$ cat config.mk
export PLATFORM = sky130hd
export DESIGN_NAME = sard_cell
export DESIGN_NICKNAME = d
export VERILOG_FILES = /design/src/sard_pkg.sv /design/src/sard_cell.sv
export SDC_FILE = /design/constraint.sdc
export NUM_CORES = 1
export LEC_CHECK = 0
export BUFFER_PORTS_ARGS = -buffer_cell sky130_fd_sc_hd__buf_2
export CORE_ASPECT_RATIO = 1.75
export CORE_UTILIZATION = 52
export DETAILED_ROUTE_END_ITERATION = 10
export PLACE_DENSITY = 0.8
export SYNTH_ARGS = -nofsm -noshare
export SYNTH_HDL_FRONTEND = slang
export SYNTH_SLANG_ARGS = --single-unit
$ cat constraint.sdc
create_clock -name aclk -period 10.4 [get_ports aclk]
set_clock_uncertainty 0.15 [all_clocks]
set_input_delay 0 -clock aclk [delete_from_list [all_inputs] [get_ports aclk]]
set_output_delay 0 -clock aclk [all_outputs]
set_load 0.05 [all_outputs]
$ cat src/sard_pkg.sv
// Shared types and constants for the sorted address range decoder.
`default_nettype none
package sard_pkg;

    localparam int ADDR_W    = 64;
    localparam int TGT_W     = 3;
    localparam int OFF_W     = 32;
    localparam int S_TDATA_W = 168;
    localparam int S_TUSER_W = 4;
    localparam int M_TDATA_W = 72;
    localparam int M_TUSER_W = 2;

    typedef enum logic [1:0] {
        OP_LOOKUP = 2'd0,
        OP_INSERT = 2'd1,
        OP_CLEAR  = 2'd2,
        OP_NOP    = 2'd3
    } opcode_t;

    typedef enum logic [1:0] {
        STAT_OK      = 2'd0,
        STAT_MISS    = 2'd1,
        STAT_OVERLAP = 2'd2,
        STAT_FULL    = 2'd3
    } status_t;

    typedef enum logic [2:0] {
        ST_CLR,
        ST_IDLE,
        ST_CMP,
        ST_DEC,
        ST_OUT
    } state_t;

    typedef struct packed {
        logic [ADDR_W-1:0] first;
        logic [ADDR_W-1:0] size_m1;
        logic [TGT_W-1:0]  target;
    } entry_t;

    typedef struct packed {
        logic              compare;
        logic              insert;
        logic [ADDR_W-1:0] key;
        logic [ADDR_W-1:0] last;
        logic [ADDR_W-1:0] size_m1;
        logic [TGT_W-1:0]  target;
    } cell_cmd_t;

endpackage
`default_nettype wire

$ cat src/sard_cell.sv
// One slot of the sorted range table, holding that slot for every address space.
`default_nettype none
module sard_cell #(
    parameter int NUM_SPACES = 4,
    parameter int SW         = 2,
    parameter bit IS_FIRST   = 1'b0
) (
    input  wire logic                aclk,
    input  wire logic                aresetn,
    input  wire sard_pkg::cell_cmd_t cmd,
    input  wire logic [SW-1:0]       space_idx,
    input  wire logic                slot_valid,
    input  wire logic                prev_le,
    input  wire logic                prev_valid,
    input  wire sard_pkg::entry_t    prev_entry,
    output sard_pkg::entry_t         entry,
    output logic                     le,
    output logic                     valid,
    output logic                     hold,
    output logic                     clash
);

    sard_pkg::entry_t store [NUM_SPACES];
    sard_pkg::entry_t new_entry;

    logic                        le_reg;
    logic                        hold_reg;
    logic                        last_ge_reg;
    logic                        valid_reg;
    logic                        key_ge;
    logic [sard_pkg::ADDR_W-1:0] key_diff;
    logic                        at_pos;
    logic                        shift;

    assign entry    = store[space_idx];
    assign key_ge   = entry.first <= cmd.key;
    assign key_diff = cmd.key - entry.first;

    always_ff @(posedge aclk) begin
        if (!aresetn) begin
            le_reg      <= 1'b0;
            hold_reg    <= 1'b0;
            last_ge_reg <= 1'b0;
            valid_reg   <= 1'b0;
        end else if (cmd.compare) begin
            le_reg      <= slot_valid && key_ge;
            hold_reg    <= slot_valid && key_ge && (key_diff <= entry.size_m1);
            last_ge_reg <= cmd.last >= entry.first;
            valid_reg   <= slot_valid;
        end
    end

    assign at_pos = (IS_FIRST || prev_le) && !le_reg;
    assign shift  = !IS_FIRST && prev_valid && !prev_le;

    assign new_entry.first   = cmd.key;
    assign new_entry.size_m1 = cmd.size_m1;
    assign new_entry.target  = cmd.target;

    // take the left neighbor's entry above the insert point, the new one at it
    always_ff @(posedge aclk) begin
        if (cmd.insert && (shift || at_pos)) begin
            store[space_idx] <= shift ? prev_entry : new_entry;
        end
    end

    assign le    = le_reg;
    assign valid = valid_reg;
    assign hold  = hold_reg;
    assign clash = at_pos && valid_reg && last_ge_reg;

endmodule
`default_nettype wire

# [Word-level counts from Yosys, hierarchy flattened]
# Memories as Yosys holds them, arrays and structs flattened.
# Index checks and enable logic that the tools add are counted.
[word_totals] mem_bits_rw=524 register_bits=4 mem_count=1 wordCells=22 in_bits=335 output_inout_bits=135
[memory_table] memory="store" words=4 word_bits=131 rd=1 rd_clocked_by_memory_dff=0 write_ports=1 line="sard_cell.sv:23" source="sard_pkg::entry_t store [NUM_SPACES];"
[classes] n_mux=3 magnitude_cmp=3 add_sub_neg=1 n_reduce_logical=10
[ops] operator="$mux W131" n=1
[ops] operator="$le A64 B64 Y1" n=2
[ops] operator="$ge A64 B64 Y1" n=1
[ops] operator="$sub A64 B64 Y64" n=1
[ops] operator="$logic_and A1 B1 Y1" n=7
[ops] operator="$logic_not A1 Y1" n=2
[ops] operator="$mux W1" n=2
[ops] operator="$logic_or A1 B1 Y1" n=1

# [Logic depth before layout (Yosys ltp)]
[logic_depth] word_depth=6 depth_mapped=28

# [Least setup slack after synthesis]
# Ideal clock, no wire load.
[synth_timing] path_kind="flip-flop to flip-flop" from="register le_reg, in the netlist le" to="memory store[0][0] in the netlist's numbering, enable pin" path_slack_ns=-1.065 required_ns=9.441 arrival_time_ns=10.506 stages_incl_launch_ff=4 period_less_slack_ns=11.465 path_cell_list="dfxtp_1 nand2b_1 a21boi_0 nor3b_1"
[synth_via] elab_chain_len=6
[synth_rtl] item="start: declaration" line="sard_cell.sv:26" source="logic le_reg;"
[synth_rtl] item="start signal: assignment" line="sard_cell.sv:46" source="le_reg <= slot_valid && key_ge;"
[synth_rtl] item="$logic_not A1 Y1" line="sard_cell.sv:53" source="assign at_pos = (IS_FIRST || prev_le) && !le_reg;"
[synth_rtl] item="$logic_and A1 B1 Y1" line="sard_cell.sv:53"
[synth_rtl] item="$logic_or A1 B1 Y1" line="sard_cell.sv:62" source="if (cmd.insert && (shift || at_pos)) begin"
[synth_rtl] item="$logic_and A1 B1 Y1" line="sard_cell.sv:62"
[synth_rtl] item="$mux W1" line="sard_cell.sv:62"
[synth_rtl] item="$mux W1" line="sard_cell.sv:63" source="store[space_idx] <= shift ? prev_entry : new_entry;"
[synth_rtl] item="end: declaration" line="sard_cell.sv:23"
# Every way passes these cells.

# [Final worst setup path]
[layout_timing] from="memory store[1][69] in the netlist's numbering" to="register hold_reg, in the netlist hold"
[layout_via] elab_chain_len=4
[layout_rtl] item="$mem_v2 Z4 W131 (*)"
[layout_rtl] item="$sub A64 B64 Y64 or $le A64 B64 Y1 (tied branches)" line="sard_cell.sv:37, sard_cell.sv:36"
[layout_rtl] item="$le A64 B64 Y1 or $logic_and A1 B1 Y1 (tied branches)" line="sard_cell.sv:47" source="hold_reg <= slot_valid && key_ge && (key_diff <= entry.size_m1);"
[layout_rtl] item="$logic_and A1 B1 Y1 (*)" line="sard_cell.sv:47"
[layout_rtl] item="end signal: assignment" line="sard_cell.sv:47"
[layout_rtl] item="end: declaration" line="sard_cell.sv:27" source="logic hold_reg;"
# Mark *: on every way between the ends. The rest lies on a longest branch, timed or not.
# A chain may end at the register's enable or synchronous reset.

==> flow_metrics.env <==
export IMPL_drc=0
export IMPL_synth_top_area_cell="edfxtp_1"
export IMPL_die_area_sq_um=54310
export IMPL_drtAntennaViolNets=0
export IMPL_synth_top_area_share_pct=56.72
export IMPL_use_met1_pct=33.84
export IMPL_largest_reg_flops=524
export IMPL_top_usage_layer="met2"
export IMPL_clk_path_buf_depth=3
export IMPL_grt_usage_pct=32.80
export IMPL_io_buffers=469
export IMPL_syn_inst=1882
export IMPL_dp_cells=2968
export IMPL_cts_hold_buf=267
export IMPL_cap_violations=0
export IMPL_setup_tns_ns=0
export IMPL_drive_above_1_share_pct=31.77
export IMPL_cts_buffers=46
export IMPL_hold_path_class="in2reg"
export IMPL_regMostFlops="store"
export IMPL_antenna_found_initial=6
export IMPL_clkTransAtPathRegs_ns=0.07
export IMPL_die_y_um=307.6
export IMPL_rsz0062_at_grt="false"
export IMPL_critPathArrivalTime_ns=6.67
export IMPL_ir_drop_mv=0.1553
export IMPL_area_growth_pct=26.38
export IMPL_power_leakage_nw=13.99
export IMPL_grt_remaining_overflow=0
export IMPL_ys_ff_latch=528
export IMPL_core_rowCount=111
export IMPL_syn_nets=2410
export IMPL_io_pins=470
export IMPL_drt_pass1_iter_count=6
export IMPL_grt_use_met2_pct=60.34
export IMPL_avgRoutedWirePerCell_um=26.79
export IMPL_syn_mean_instance_area_sq_um=14.74
export IMPL_synth_warnings=0
export IMPL_holdPathStages=4
export IMPL_critPathRequiredTime_ns=10.73
export IMPL_yosysUniqueCellTypes=71
export IMPL_max_slew_margin_rel_pct=23.83
export IMPL_dp_hpwl_um=62140
export IMPL_setup_viol=0
export IMPL_layout_nets=3133
export IMPL_power_density_nw_per_um2=157.6
export IMPL_htreeDepth=2
export IMPL_finalCriticalPeriod_ns=6.336
export IMPL_grt_pass1_wl_um=129900
export IMPL_slew_violations=0
export IMPL_core_area_sq_um=52500
export IMPL_clock_latency_ns=0.58
export IMPL_grt_use_met3_pct=4.333
export IMPL_wl_um=88960
export IMPL_critPathCaptureType="register"
export IMPL_path_class="reg2reg"
export IMPL_drtIter0Drc=1606
export IMPL_path_max_fanout=5
export IMPL_numClockSinks=528
export IMPL_reg2reg_depth=22
export IMPL_synth_area_sq_um=27740
export IMPL_grt_pass1_vias=21730
export IMPL_start_kind="register"
export IMPL_yosysSeqAreaShare_pct=57.01
export IMPL_fin_cells=3321
export IMPL_worst_pin_slew_ns=1.143
export IMPL_synth_area_leaders="edfxtp_1 (57%), mux4_2 (11%), ha_1 (8.7%), mux2_2 (5.3%), a21o_1 (2.2%)"
export IMPL_clockRootBuffer="clkbuf_16"
export IMPL_synth_async_sr_flop_share_pct=0
export IMPL_synthFlopType="edfxtp_1"
export IMPL_synth_edf_count=524
export IMPL_grt_max_degree=71
export IMPL_post_cts_setup_buffer_count=0
export IMPL_finalPower_mw=5.525
export IMPL_gp_congestion=0.9483
export IMPL_routed_via_density=6.114
export IMPL_dr_total_vias=20300
export IMPL_die_w_um=176.6
export IMPL_reg2reg_setup_slack_ns=4.06
export IMPL_ctsResizeCount=0
export IMPL_clock_fmax_mhz=157.8
export IMPL_status="completed"
export IMPL_finalCritPeriodShare_pct=60.92
export IMPL_hold_violations=0
export IMPL_initial_core_util_pct=52.84
export IMPL_cts_tree="yes"
-- report_power, final --
group / switching [mW] / internal, mW
clock: 0.802 / 1.00
combinational: 0.777 / 0.508
sequential: 0.0152 / 2.42
-- placed cells by master (no fill, tap or decap), drive strengths merged, types with 18 or more instances in the layout --
master       netlist  final
xor2              25     25
a21oi            101    101
nor2              52     52
edfxtp           524    524
clkbuf            57     53
nor2b             18     18
inv              146    151
xnor2             34     34
dlygate4sd3        0    267
buf               19    484
ha               192    192
nand2             66     66
nand4             45     45
mux2             131    131
o21ai             62     62
a21o              82     82
mux4             131    131
-- through the flow --
| stage | setup WS [ns] | instance area, sq um | utilization (%) | hold slack [ns] |
|---|---|---|---|---|
| 3_5_place_dp | 3.810 | 30810 | 58.69 | 0.1504 |
| 6_report | 4.064 | 35060 | 66.79 | 0.04851 |
| 2_1_floorplan | 3.109 | 27750 | - | -0.02183 |
| 3_3_place_gp | 3.893 | 30810 | 58.69 | 0.1253 |
| 4_1_cts | 4.242 | 35060 | 66.78 | 0.02431 |
| 5_1_grt | 3.838 | 35060 | 66.79 | 0.06923 |
-- logic make-up (layout without fill, tap and decap cells) --
group / after synthesis / after routing / synth area share [%]
simple gates: 263 / 263 / 4.821
mux: 263 / 263 / 15.99
fa+ha+maj: 193 / 193 / 8.732
buf+inv: 222 / 981 / 3.026
compound gates: 354 / 354 / 8.560
xor+xnor: 59 / 59 / 1.863
flops: 528 / 528 / 57.01
other cells: 0 / 2 / 0
-- synth_stat cells (16+ instances only) --
| cell type | count |
|---|---|
| mux4_2 | 131 |
| a21o_1 | 82 |
| edfxtp_1 | 524 |
| a21oi_1 | 101 |
| clkbuf_1 | 56 |
| nand2_1 | 66 |
| nand2b_1 | 16 |
| xnor2_1 | 34 |
| mux2_2 | 131 |
| nor3_1 | 16 |
| xor2_1 | 25 |
| nor2b_1 | 18 |
| nor2_1 | 52 |
| nand4_1 | 45 |
| inv_1 | 146 |
| o21ai_0 | 56 |
| ha_1 | 192 |
-- layer usage --
layer / vias up / share of wire, %
li1: 8868 / -
met1: 10040 / 33
met2: 1082 / 54
met3: 306 / 5.9
met4: 6 / 7.7
met5: - / 0.042
-- path summary, 6_finish.rpt --
path	from	end
worst max-delay path	store[1][69]$_DFFE_PP_	hold$_SDFFE_PN0P_
worst min-delay path	cmd[195]	store[1][126]$_DFFE_PP_
worst max register to register	store[1][69]$_DFFE_PP_	hold$_SDFFE_PN0P_
worst min register to register	le$_SDFFE_PN0P_	le$_SDFFE_PN0P_
-- critical path: stages (launching register included) --
cell and delay, ns:
edfxtp_1 0.41, mux4_2 0.50, inv_1 0.13, ha_1 0.31, a21oi_1 0.26, o21ai_0 0.14
a21oi_1 0.31, o221ai_1 0.25, o31ai_1 0.84, a21oi_1 0.24, a31oi_1 0.37, o21a_1 0.21
o21bai_1 0.10, xor2_1 0.18, ha_1 0.33, nand4_1 0.13, nor3_1 0.42, o21ai_0 0.19
o211ai_1 0.16, nand2_1 0.08, and4b_1 0.20, o21bai_1 0.15, a22o_1 0.17
-- area by class of cell --
type	count	area [sq um]
Antenna cell	2	5.005
Inverter	146	548.0
Tap cell	678	848.3
Clock buffer	53	1177
Sequential cell	528	15820
Fill cell	3584	17440
Multi-Input combinational cell	1132	11130
Clock inverter	31	392.9
Timing Repair Buffer	751	5149
Power figures use the tool's default switching activity.
